<file path="config.mk">
export PLATFORM = sky130hd
export DESIGN_NAME = i2c_target_register_access_unit_flat
export DESIGN_NICKNAME = d
export VERILOG_FILES = /design/src/sv/i2ctra_pkg.sv /design/src/sv/i2ctra_ifs.sv /design/src/sv/i2c_target_register_access_unit.sv /design/src/sv/i2ctra_regmem.sv /design/src/flat_wrapper.sv
export SDC_FILE = /design/constraint.sdc
export NUM_CORES = 2
export LEC_CHECK = 0
export BUFFER_PORTS_ARGS = -buffer_cell sky130_fd_sc_hd__buf_2
export CAP_MARGIN = 10
export CORE_ASPECT_RATIO = 0.7
export CORE_MARGIN = 10
export CORE_UTILIZATION = 40
export DETAILED_ROUTE_END_ITERATION = 10
export GPL_TIMING_DRIVEN = 0
export RECOVER_POWER = 25
export SLEW_MARGIN = 10
export SYNTH_ARGS = -nofsm -noshare
export SYNTH_HDL_FRONTEND = slang
export SYNTH_SLANG_ARGS = --single-unit
</file>
<file path="constraint.sdc">
create_clock -name clk -period 15.16 [get_ports clk]
set_input_delay 2.274 -clock clk [delete_from_list [all_inputs] [get_ports clk]]
set_output_delay 2.274 -clock clk [all_outputs]
set_load 0.01 [all_outputs]
</file>
<file path="src/sv/i2ctra_pkg.sv">
// ============================================================================
// i2ctra_pkg
// Shared constants and types for the I2C target register access unit.
// ============================================================================
package i2ctra_pkg;

    localparam int REG_COUNT_DEF = 64;   // default register file depth
    localparam int WORD_W        = 32;   // register word width
    localparam int IDX_FIELD_W   = 6;    // width of register index fields
    localparam int CNT_W         = 7;    // holds any REG_COUNT up to 64
    localparam int ADDR_W        = 16;   // bus byte address width
    localparam int MASK_W        = 64;   // writable mask width

    // Bus event kinds
    localparam logic [1:0] KIND_ADDR_MATCH = 2'd0;
    localparam logic [1:0] KIND_RX_BYTE    = 2'd1;
    localparam logic [1:0] KIND_TX_REQ     = 2'd2;
    localparam logic [1:0] KIND_LOCAL_UPD  = 2'd3;

    localparam logic [WORD_W-1:0] NEG_ONE_WORD = 32'hBF80_0000;
    localparam logic [7:0]        OVERRUN_BYTE = 8'hFF;
    localparam logic [2:0]        WORD_DONE_COUNT = 3'd6;

    // Register file write request
    typedef struct packed {
        logic                   en;
        logic [IDX_FIELD_W-1:0] idx;
        logic [WORD_W-1:0]      data;
    } mem_wr_t;

endpackage

</file>
<file path="src/sv/i2ctra_ifs.sv">
// ============================================================================
// i2ctra interfaces
// Valid/ready channels for bus events in and result items out.
// ============================================================================
interface i2ctra_req_if;
    logic        valid;
    logic        ready;
    logic [1:0]  kind;
    logic [7:0]  rx_byte;
    logic [5:0]  local_index;
    logic [31:0] local_value;

    modport source (output valid, kind, rx_byte, local_index, local_value, input ready);
    modport sink   (input valid, kind, rx_byte, local_index, local_value, output ready);
endinterface

interface i2ctra_rsp_if;
    logic        valid;
    logic        ready;
    logic        tx_valid;
    logic [7:0]  tx_byte;
    logic        write_done;
    logic [5:0]  write_index;
    logic [31:0] write_value;

    modport source (output valid, tx_valid, tx_byte, write_done, write_index, write_value,
                    input ready);
    modport sink   (input valid, tx_valid, tx_byte, write_done, write_index, write_value,
                    output ready);
endinterface

</file>
<file path="src/sv/i2c_target_register_access_unit.sv">
// ============================================================================
// i2c_target_register_access_unit
// Byte-level I2C target front end to a file of 32-bit registers.
// ============================================================================
// Usage:
//   req  : one bus event item per handshake (address match, received byte,
//          transmit request, local register update).
//   rsp  : exactly one result item per event: tx_byte for a transmit
//          request, or the stored index and word when a bus write lands.
//   cfg_we / cfg_wdata : write the 64-bit writable mask; write only while
//          no event is in flight.
// Timing: an event is taken in the idle state; the register file is read
//   at that same edge (synchronous read), and ST_EXEC then computes, writes
//   back and loads the result register once the result slot is free. A
//   new event is not taken until the previous one has committed.
// Stall: the result register holds until rsp.ready; a new event can be
//   taken while a result waits, but its commit waits for the slot to free.
// Reset: all control state clears and every register reads as zero until
//   written (per-entry valid bits, no clearing pass).
// ============================================================================
module i2c_target_register_access_unit #(
    parameter int REG_COUNT = i2ctra_pkg::REG_COUNT_DEF
) (
    input  logic                              clk,
    input  logic                              rst_n,
    i2ctra_req_if.sink                        req,
    i2ctra_rsp_if.source                      rsp,
    input  logic                              cfg_we,
    input  logic [i2ctra_pkg::MASK_W-1:0]     cfg_wdata
);

    typedef enum logic [1:0] {
        ST_IDLE = 2'b01,
        ST_EXEC = 2'b10
    } state_t;

    localparam int IDXF_W = i2ctra_pkg::ADDR_W - 2;

    state_t state_reg, state_next;

    // block state
    logic [2:0]                          byte_count_reg,    byte_count_next;
    logic [i2ctra_pkg::ADDR_W-1:0]       byte_address_reg,  byte_address_next;
    logic [i2ctra_pkg::WORD_W-1:0]       assembly_word_reg, assembly_word_next;
    logic [i2ctra_pkg::WORD_W-1:0]       read_buffer_reg,   read_buffer_next;
    logic                                buffer_valid_reg,  buffer_valid_next;
    logic [i2ctra_pkg::MASK_W-1:0]       mask_reg;

    // captured event item
    logic [1:0]                          kind_reg;
    logic [7:0]                          rx_byte_reg;
    logic [5:0]                          local_index_reg;
    logic [31:0]                         local_value_reg;

    // result register
    logic                                out_valid_reg;
    logic                                tx_valid_reg,    tx_valid_next;
    logic [7:0]                          tx_byte_reg,     tx_byte_next;
    logic                                write_done_reg,  write_done_next;
    logic [5:0]                          write_index_reg, write_index_next;
    logic [31:0]                         write_value_reg, write_value_next;

    i2ctra_pkg::mem_wr_t                 mem_wr;
    logic [i2ctra_pkg::WORD_W-1:0]       rd_data;
    logic                                accept;
    logic                                out_free;
    logic                                commit;

    logic [IDXF_W-1:0]                   idx_full;
    logic                                in_range;
    logic [i2ctra_pkg::ADDR_W-1:0]       addr_plus4;
    logic                                next_in_range;
    logic [2:0]                          count_inc;
    logic [i2ctra_pkg::WORD_W-1:0]       asm_mod;

    assign req.ready = (state_reg == ST_IDLE);
    assign accept    = req.valid && req.ready;
    assign out_free  = !out_valid_reg || rsp.ready;
    assign commit    = (state_reg == ST_EXEC) && out_free;

    // Read the addressed word at acceptance; the address holds until commit.
    i2ctra_regmem #(
        .REG_COUNT (REG_COUNT)
    ) u_regmem (
        .clk     (clk),
        .rst_n   (rst_n),
        .wr      (mem_wr),
        .rd_en   (accept),
        .rd_idx  (byte_address_reg[7:2]),
        .rd_data (rd_data)
    );

    assign idx_full      = byte_address_reg[i2ctra_pkg::ADDR_W-1:2];
    assign in_range      = idx_full < IDXF_W'(REG_COUNT);
    assign addr_plus4    = byte_address_reg + i2ctra_pkg::ADDR_W'(4);
    assign next_in_range = addr_plus4[i2ctra_pkg::ADDR_W-1:2] < IDXF_W'(REG_COUNT);
    assign count_inc     = byte_count_reg + 3'd1;

    // Place the received byte: data byte 0 lands in the top byte.
    always_comb
    begin
        asm_mod = assembly_word_reg;
        case (byte_count_reg)
            3'd2:    asm_mod[31:24] = rx_byte_reg;
            3'd3:    asm_mod[23:16] = rx_byte_reg;
            3'd4:    asm_mod[15:8]  = rx_byte_reg;
            default: asm_mod[7:0]   = rx_byte_reg;
        endcase
    end

    always_comb
    begin
        state_next         = state_reg;
        byte_count_next    = byte_count_reg;
        byte_address_next  = byte_address_reg;
        assembly_word_next = assembly_word_reg;
        read_buffer_next   = read_buffer_reg;
        buffer_valid_next  = buffer_valid_reg;
        tx_valid_next      = 1'b0;
        tx_byte_next       = '0;
        write_done_next    = 1'b0;
        write_index_next   = '0;
        write_value_next   = '0;
        mem_wr             = '0;

        unique case (state_reg)
            ST_IDLE:
            begin
                if (accept)
                begin
                    state_next = ST_EXEC;
                end
            end
            ST_EXEC:
            begin
                if (out_free)
                begin
                    state_next = ST_IDLE;
                    unique case (kind_reg)
                        i2ctra_pkg::KIND_ADDR_MATCH:
                        begin
                            byte_count_next    = '0;
                            byte_address_next  = '0;
                            assembly_word_next = '0;
                            buffer_valid_next  = 1'b0;
                        end
                        i2ctra_pkg::KIND_RX_BYTE:
                        begin
                            if (byte_count_reg == 3'd0)
                            begin
                                byte_address_next = {rx_byte_reg, 8'h00};
                                byte_count_next   = 3'd1;
                            end
                            else if (byte_count_reg == 3'd1)
                            begin
                                byte_address_next = byte_address_reg | {8'h00, rx_byte_reg};
                                buffer_valid_next = 1'b0;
                                byte_count_next   = 3'd2;
                            end
                            else if (count_inc == i2ctra_pkg::WORD_DONE_COUNT)
                            begin
                                // word complete: store if allowed, then advance
                                if (in_range && mask_reg[idx_full[5:0]])
                                begin
                                    mem_wr.en        = 1'b1;
                                    mem_wr.idx       = idx_full[5:0];
                                    mem_wr.data      = asm_mod;
                                    write_done_next  = 1'b1;
                                    write_index_next = idx_full[5:0];
                                    write_value_next = asm_mod;
                                end
                                assembly_word_next = '0;
                                byte_address_next  = addr_plus4;
                                byte_count_next    = next_in_range ? 3'd2 : 3'd0;
                            end
                            else
                            begin
                                assembly_word_next = asm_mod;
                                byte_count_next    = count_inc;
                            end
                        end
                        i2ctra_pkg::KIND_TX_REQ:
                        begin
                            tx_valid_next = 1'b1;
                            if (byte_count_reg == 3'd0)
                            begin
                                read_buffer_next  = in_range ? rd_data
                                                             : i2ctra_pkg::NEG_ONE_WORD;
                                buffer_valid_next = 1'b1;
                                tx_byte_next      = read_buffer_next[7:0];
                                byte_count_next   = 3'd1;
                            end
                            else if (buffer_valid_reg && (byte_count_reg < 3'd4))
                            begin
                                case (byte_count_reg[1:0])
                                    2'd1:    tx_byte_next = read_buffer_reg[15:8];
                                    2'd2:    tx_byte_next = read_buffer_reg[23:16];
                                    default: tx_byte_next = read_buffer_reg[31:24];
                                endcase
                                if (byte_count_reg == 3'd3)
                                begin
                                    byte_count_next   = 3'd0;
                                    byte_address_next = addr_plus4;
                                end
                                else
                                begin
                                    byte_count_next = count_inc;
                                end
                            end
                            else
                            begin
                                // overrun: drop the buffer
                                tx_byte_next      = i2ctra_pkg::OVERRUN_BYTE;
                                byte_count_next   = 3'd0;
                                buffer_valid_next = 1'b0;
                            end
                        end
                        i2ctra_pkg::KIND_LOCAL_UPD:
                        begin
                            mem_wr.en   = 1'b1;
                            mem_wr.idx  = local_index_reg;
                            mem_wr.data = local_value_reg;
                        end
                        default:
                        begin
                        end
                    endcase
                end
            end
            default:
            begin
                state_next = ST_IDLE;
            end
        endcase
    end

    always_ff @(posedge clk or negedge rst_n)
    begin
        if (!rst_n)
        begin
            state_reg         <= ST_IDLE;
            byte_count_reg    <= '0;
            byte_address_reg  <= '0;
            assembly_word_reg <= '0;
            read_buffer_reg   <= '0;
            buffer_valid_reg  <= 1'b0;
            mask_reg          <= '0;
            out_valid_reg     <= 1'b0;
        end
        else
        begin
            state_reg         <= state_next;
            byte_count_reg    <= byte_count_next;
            byte_address_reg  <= byte_address_next;
            assembly_word_reg <= assembly_word_next;
            read_buffer_reg   <= read_buffer_next;
            buffer_valid_reg  <= buffer_valid_next;
            if (cfg_we)
            begin
                mask_reg <= cfg_wdata;
            end
            if (commit)
            begin
                out_valid_reg <= 1'b1;
            end
            else if (rsp.ready)
            begin
                out_valid_reg <= 1'b0;
            end
        end
    end

    // Item and result payload: no reset needed.
    always_ff @(posedge clk)
    begin
        if (accept)
        begin
            kind_reg        <= req.kind;
            rx_byte_reg     <= req.rx_byte;
            local_index_reg <= req.local_index;
            local_value_reg <= req.local_value;
        end
        if (commit)
        begin
            tx_valid_reg    <= tx_valid_next;
            tx_byte_reg     <= tx_byte_next;
            write_done_reg  <= write_done_next;
            write_index_reg <= write_index_next;
            write_value_reg <= write_value_next;
        end
    end

    assign rsp.valid       = out_valid_reg;
    assign rsp.tx_valid    = tx_valid_reg;
    assign rsp.tx_byte     = tx_byte_reg;
    assign rsp.write_done  = write_done_reg;
    assign rsp.write_index = write_index_reg;
    assign rsp.write_value = write_value_reg;

endmodule

</file>
<file path="src/sv/i2ctra_regmem.sv">
// ============================================================================
// i2ctra_regmem
// Register file memory, one write and one registered read per cycle, with
// per-entry valid bits so unwritten entries read as zero after reset.
// ============================================================================
module i2ctra_regmem #(
    parameter int REG_COUNT = i2ctra_pkg::REG_COUNT_DEF
) (
    input  logic                                   clk,
    input  logic                                   rst_n,
    input  i2ctra_pkg::mem_wr_t                    wr,
    input  logic                                   rd_en,
    input  logic [i2ctra_pkg::IDX_FIELD_W-1:0]     rd_idx,
    output logic [i2ctra_pkg::WORD_W-1:0]          rd_data
);

    localparam int IDX_W = (REG_COUNT > 1) ? $clog2(REG_COUNT) : 1;

    logic [i2ctra_pkg::WORD_W-1:0] mem [REG_COUNT];
    logic [REG_COUNT-1:0]          vld_reg;
    logic [i2ctra_pkg::WORD_W-1:0] rd_data_reg;
    logic                          rd_vld_reg;
    logic                          wr_ok;
    logic                          rd_ok;

    assign wr_ok = wr.en && ({1'b0, wr.idx} < i2ctra_pkg::CNT_W'(REG_COUNT));
    assign rd_ok = {1'b0, rd_idx} < i2ctra_pkg::CNT_W'(REG_COUNT);

    always_ff @(posedge clk)
    begin
        if (wr_ok)
        begin
            mem[wr.idx[IDX_W-1:0]] <= wr.data;
        end
        if (rd_en)
        begin
            rd_data_reg <= mem[rd_idx[IDX_W-1:0]];
        end
    end

    always_ff @(posedge clk or negedge rst_n)
    begin
        if (!rst_n)
        begin
            vld_reg    <= '0;
            rd_vld_reg <= 1'b0;
        end
        else
        begin
            if (wr_ok)
            begin
                vld_reg[wr.idx[IDX_W-1:0]] <= 1'b1;
            end
            if (rd_en)
            begin
                rd_vld_reg <= rd_ok && vld_reg[rd_idx[IDX_W-1:0]];
            end
        end
    end

    // never-written entries read as zero
    assign rd_data = rd_vld_reg ? rd_data_reg : '0;

endmodule

</file>
<file path="src/flat_wrapper.sv">
// flat-port wrapper written by rule: the top's interface ports become plain ports
module i2c_target_register_access_unit_flat 
#(
    parameter int REG_COUNT = i2ctra_pkg::REG_COUNT_DEF
)
  (clk, rst_n, cfg_we, cfg_wdata, req_valid, req_kind, req_rx_byte, req_local_index, req_local_value, req_ready, rsp_valid, rsp_tx_valid, rsp_tx_byte, rsp_write_done, rsp_write_index, rsp_write_value, rsp_ready);
  i2ctra_req_if req_i ();
  i2ctra_rsp_if rsp_i ();
  input  logic clk;
  input  logic rst_n;
  input  logic cfg_we;
  input  logic [i2ctra_pkg::MASK_W-1:0] cfg_wdata;
  input wire logic [$bits(req_i.valid)-1:0] req_valid;
  input wire logic [$bits(req_i.kind)-1:0] req_kind;
  input wire logic [$bits(req_i.rx_byte)-1:0] req_rx_byte;
  input wire logic [$bits(req_i.local_index)-1:0] req_local_index;
  input wire logic [$bits(req_i.local_value)-1:0] req_local_value;
  output wire logic [$bits(req_i.ready)-1:0] req_ready;
  output wire logic [$bits(rsp_i.valid)-1:0] rsp_valid;
  output wire logic [$bits(rsp_i.tx_valid)-1:0] rsp_tx_valid;
  output wire logic [$bits(rsp_i.tx_byte)-1:0] rsp_tx_byte;
  output wire logic [$bits(rsp_i.write_done)-1:0] rsp_write_done;
  output wire logic [$bits(rsp_i.write_index)-1:0] rsp_write_index;
  output wire logic [$bits(rsp_i.write_value)-1:0] rsp_write_value;
  input wire logic [$bits(rsp_i.ready)-1:0] rsp_ready;
  assign req_i.valid = req_valid;
  assign req_i.kind = req_kind;
  assign req_i.rx_byte = req_rx_byte;
  assign req_i.local_index = req_local_index;
  assign req_i.local_value = req_local_value;
  assign req_ready = req_i.ready;
  assign rsp_valid = rsp_i.valid;
  assign rsp_tx_valid = rsp_i.tx_valid;
  assign rsp_tx_byte = rsp_i.tx_byte;
  assign rsp_write_done = rsp_i.write_done;
  assign rsp_write_index = rsp_i.write_index;
  assign rsp_write_value = rsp_i.write_value;
  assign rsp_i.ready = rsp_ready;
  i2c_target_register_access_unit #(.REG_COUNT(REG_COUNT)) u_core (.clk(clk), .rst_n(rst_n), .req(req_i), .rsp(rsp_i), .cfg_we(cfg_we), .cfg_wdata(cfg_wdata));
endmodule
</file>
# Yosys cells after proc, flatten, opt, wreduce, memory -nomap -nowiden
# Memories as Yosys holds them, arrays and structs flattened. A register that Yosys moved wholly into a read port is not among the register bits.
# Index checks and enable logic that the tools add are counted.
# W data, S select, Z words.
[totals] reg_bits=312 mem_bits_rw=2048 inputBits=117 out_inout_bits=50 wordCells=135 mem_count=1
[mem_list] name="u_core.u_regmem.mem" words=64 width=32 rd=1 rd_clocked_by_memory_dff=1 wr=1 line_no="i2ctra_regmem.sv:19" rtl="logic [i2ctra_pkg::WORD_W-1:0] mem [REG_COUNT];"
[op_classes] add_sub_neg=2 n_lt_le_gt_ge=6 n_eq_ne=22 mux=55 n_bitwise=7 n_reduce_logical=23
[ops] op="$mux W39" n=6
[ops] op="$mux W32" n=5
[ops] op="$mux W16" n=6
[ops] op="$pmux W39 S2" n=1
[ops] op="$or A64 B64 Y64" n=1
[ops] op="$pmux W32 S2" n=1
[ops] op="$mux W8" n=6
[ops] op="$pmux W16 S3" n=1
[ops] op="$lt A14 B7 Y1 const B" n=2
[ops] op="$mux W3" n=6
[ops] op="$add A16 B3 Y16 const B" n=1
[ops] op="$or A16 B8 Y16" n=1
[ops] op="$pmux W8 S2" n=1
[ops] op="$lt A6 B7 Y1 const B" n=2
[ops] op="$mux W1" n=13
[ops] op="$bmux W1 S6" n=2
[ops] op="$pmux W3 S3" n=1
[ops] op="$eq A2 B2 Y1 const B" n=4
[ops] op="$ne A2 B1 Y1 const B" n=4
[ops] op="$ne A2 B2 Y1 const B" n=4
[ops] op="$reduce_and A7 Y1" n=1
[ops] op="$reduce_or A7 Y1" n=1
[ops] op="$demux W1 S6" n=1
[ops] op="$eq A2 B1 Y1 const B" n=3
[ops] op="other kinds (26)" n=41

# Longest topological paths before layout
[depth] depth_word=15 ltp_mapped=13 depth_no_buf=9

# Cells and area by module
# From an unflattened synthesis, not the netlist that was laid out.
[unflattened] cells_unflattened=4225 hier_area_um2=92351.1
[modules_own_cells] mod="i2ctra_regmem" instances=1 cells_per_inst=3317 area_each_um2=81634.5
[modules_own_cells] mod="i2c_target_register_access_unit" instances=1 cells_per_inst=908 area_each_um2=10716.5

# Least setup slack after synthesis
# No wires, ideal clock.
[synth_timing] path_type="input to register" startpoint="input port rsp_ready" endpoint="memory u_core.u_regmem.mem[11][0] in the netlist's numbering (enable)" setup_time_ps=421 t_arrival_ps=6398 required_ps=14739 setup_slack_ps=8341 stages=7 path_buffers=2 path_cell_list="nand2b_1 > nand2_1 > inv_1 > clkbuf_1 > nand4_1 > clkbuf_1 > nor2_1"
[synth_via] elab_chain_cells=5
[synth_lines] element="start, declared" line_no="flat_wrapper.sv:25" rtl="input wire logic [$bits(rsp_i.ready)-1:0] rsp_ready;"
[synth_lines] element="$logic_or A1 B1 Y1 *" line_no="i2c_target_register_access_unit.sv:78" rtl="assign out_free = !out_valid_reg || rsp.ready;"
[synth_lines] element="$mux W39 *" line_no="i2c_target_register_access_unit.sv:136" rtl="if (out_free)"
[synth_lines] element="$mux W39 *" line_no="i2c_target_register_access_unit.sv:126" rtl="unique case (state_reg)"
[synth_lines] element="$mux W1" line_no="i2ctra_regmem.sv:31" rtl="if (wr_ok)"
[synth_lines] element="$mux W1 (not written as such)" line_no="i2ctra_regmem.sv:33" rtl="mem[wr.idx[IDX_W-1:0]] <= wr.data;"
[synth_lines] element="end, declared" line_no="i2ctra_regmem.sv:19"
# Mark *: on every way between the ends. The rest lies on a longest branch, timed or not.

==> out/results.ini <==
[outcome]
status = finished, violations left
violations = capacitance limit, slew limit

[detailed_routing]
post-route-drc-count = 0
drt_iter0_markers = 7325
ant_nets = 0
wirelength_um = 261000
via_count = 46500
viasPerCell = 5.91
wl_per_cell_um = 33.2
first_pass_iters = 5

[clock_network]
cts_buffers = 213
cts.path.max_buffers = 4
hold_buffers = 0
post_cts_resized = 0
clock-root-buffer = clkbuf_16
htreeDepth = 4
clk_latency_ns = 0.86
cts_tree = done
post_cts_buffers = 0
clkTransAtPathRegs_ns = 0.07
clkSinkCount = 2382

[synth]
synthFlopType = edfxtp_1
synth_edf_count = 2176
ys_seq_area_share_pct = 76.4
netlist_instances = 4110
synth_compound_area_share_pct = 2.04
syn_nets = 4239
synth_top_family_by_area = multiplexers
synth_area_um2 = 92300
synth-seq-cells = 2382
synthXorXnorAreaFrac_pct = 0.0475
async_reset_ff_share_pct = 8.65
avgSynthCellArea_um2 = 22.5
synthDistinctLibCells = 65
synth_simple_gate_area_share_pct = 1.75
yosys_warnings = 0
synthMuxAreaShare_pct = 18.5
synthAdderAreaFrac_pct = 0.163

[setup_path]
critPathCaptureType = flop
cp.required_ns = 15.56
crit_chain = clkbuf_1 -> clkbuf_1 -> clkbuf_1 -> mux2i_1 -> a22oi_1 -> a32o_1 -> o21ai_0 -> a2111oi_0 -> clkbuf_1 -> nand2b_1 -> a21oi_1 -> clkbuf_1
crit_path_frequent_cell = clkbuf_1
cp_top_family = compound AO/OA/AOI/OAI gates
arrival_ns = 9.51
startpoint_type = flop
crit_slowest_cell = a2111oi_0
cp_max_fo = 28
critPathKind = reg2reg
cpPeakStageDelay_ns = 2.11
path_buf_inv = 5

[floorplanning]
die_h_um = 422
ios = 167
num_rows = 147
initial_core_util_pct = 40.2
die_w_um = 594
coreArea_um2 = 229000
die_area_um2 = 251000

[sta]
fmax_mhz = 110
fin_crit_sh_pct = 60.1
skew_ns = 0.0361
setup_viol = 0
tightest_slew_ns = 5.71
finalHoldViolCount = 0
relSlewSlack_pct = -281
finalCriticalPeriod_ns = 9.11
setup-tns-final_ns = 0
drv_slew = 1046
rsz0062_at_grt = false

[global_route]
grt_pass1_vias = 45700
grt_pass1_wl_um = 364000
antenna_found_initial = 22
grt.total_usage_pct = 20.3
grt_max_degree = 98
grt_overflow = 0

[flow_run]
cap_violations = 33

[placement]
dpl_cell_area_um2 = 101000
dp.cells = 7475
hpwlAfterDp_um = 184000
io_buffers = 165
gp_congestion = 0.872

[power_and_ir_drop]
power_density_nw_per_um2 = 146
p_leak_nw = 38.6
finalPower_mw = 15.6
irDropWorstVdd_mv = 0.0945

[final_layout]
largest_reg_flops = 2048
syn_to_final_growth_pct = 16.1
fin_cells = 7870
fin_util_pct = 46.7
final_cell_mix = 2,176 x edfxtp_1, 704 x mux4_2, 299 x clkbuf_1
stdcell_area_um2 = 107000
nets = 4770
drive_above_1_share_pct = 29.5
final_common_cell = edfxtp_1

[worst_hold_path]
hp-class = reg2reg

-- final cells by class --
type,instances,area [µm²]
Fill cell,18600,122000
Sequential cell,2382,70500
Multi-Input combinational cell,1472,21400
Clock buffer,280,5760
Tap cell,3054,3820
Timing Repair Buffer,316,3710
Buffer,235,943
Clock inverter,102,857
Inverter,21,78.8
Antenna cell,8,20.0
-- cells by family after synthesis --
kind of cell,Yosys count
flip-flops,2382
multiplexers,816
AO/OA/AOI/OAI,277
buffers and inverters,256
adder cells (fa/ha/maj),12
XOR/XNOR,5
AND/OR/NAND/NOR,362
-- report_power, final --
| group | internal [mW] | switching, mW |
|---|---|---|
| logic | 1.13 | 1.95 |
| registers | 7.17 | 0.0556 |
| clock network | 2.92 | 2.39 |
| total | 11.2 | 4.39 |
-- stage by stage --
step,hold slack (ns),worst slack (ns)
2_1_floorplan,0.436,8.34
3_3_place_gp,0.450,3.79
3_5_place_dp,0.451,9.02
4_1_cts,0.463,9.04
5_1_grt,0.482,5.51
6_report,0.462,6.05
-- cells in the mapped netlist (5+ instances only) --
cell / number / area (µm²)
a21oi_1: 66 / 330
a22o_1: 21 / 184
a22oi_1: 16 / 120
and2_1: 5 / 31.3
and3_1: 5 / 31.3
buf_1: 46 / 173
buf_2: 11 / 55.1
clkbuf_1: 172 / 646
dfrtp_1: 205 / 5130
edfxtp_1: 2176 / 65300
ha_1: 12 / 150
inv_1: 21 / 78.8
mux2_2: 72 / 811
mux2i_1: 39 / 390
mux4_2: 704 / 15900
nand2_1: 117 / 439
nand2b_1: 36 / 225
nand3_1: 10 / 50.1
nand4_1: 9 / 56.3
nor2_1: 140 / 526
nor2b_1: 10 / 62.6
nor3_1: 11 / 55.1
o21ai_0: 41 / 205
o21bai_1: 61 / 458
o22ai_1: 8 / 50.1
o31ai_1: 34 / 255
-- worst paths after layout --
check,start,endpoint,slack [ns],cells past startpoint
min,u_core.u_regmem.rd_data_reg[21],u_core.read_buffer_reg[21],0.46,1
min in group asynchronous,rst_n,u_core.mask_reg[6],1.63,1
max reg2reg,u_core.byte_address_reg[2],u_core.u_regmem.mem[16][1],6.05,12
max,u_core.byte_address_reg[2],u_core.u_regmem.mem[16][1],6.05,12
min reg2reg,u_core.u_regmem.rd_data_reg[21],u_core.read_buffer_reg[21],0.46,1
max in group asynchronous,rst_n,u_core.read_buffer_reg[14],7.45,2
-- routing by layer --
metal  part of all wire (%)  track usage, %  vias up
met3                     13            7.29      358
met4                    2.1            4.01        6
met2                     42            28.4     2563
li1                       -               -    18400
met1                     42            30.7    25200
met5                  0.016               0        -
(Power assumes the default switching activity.)
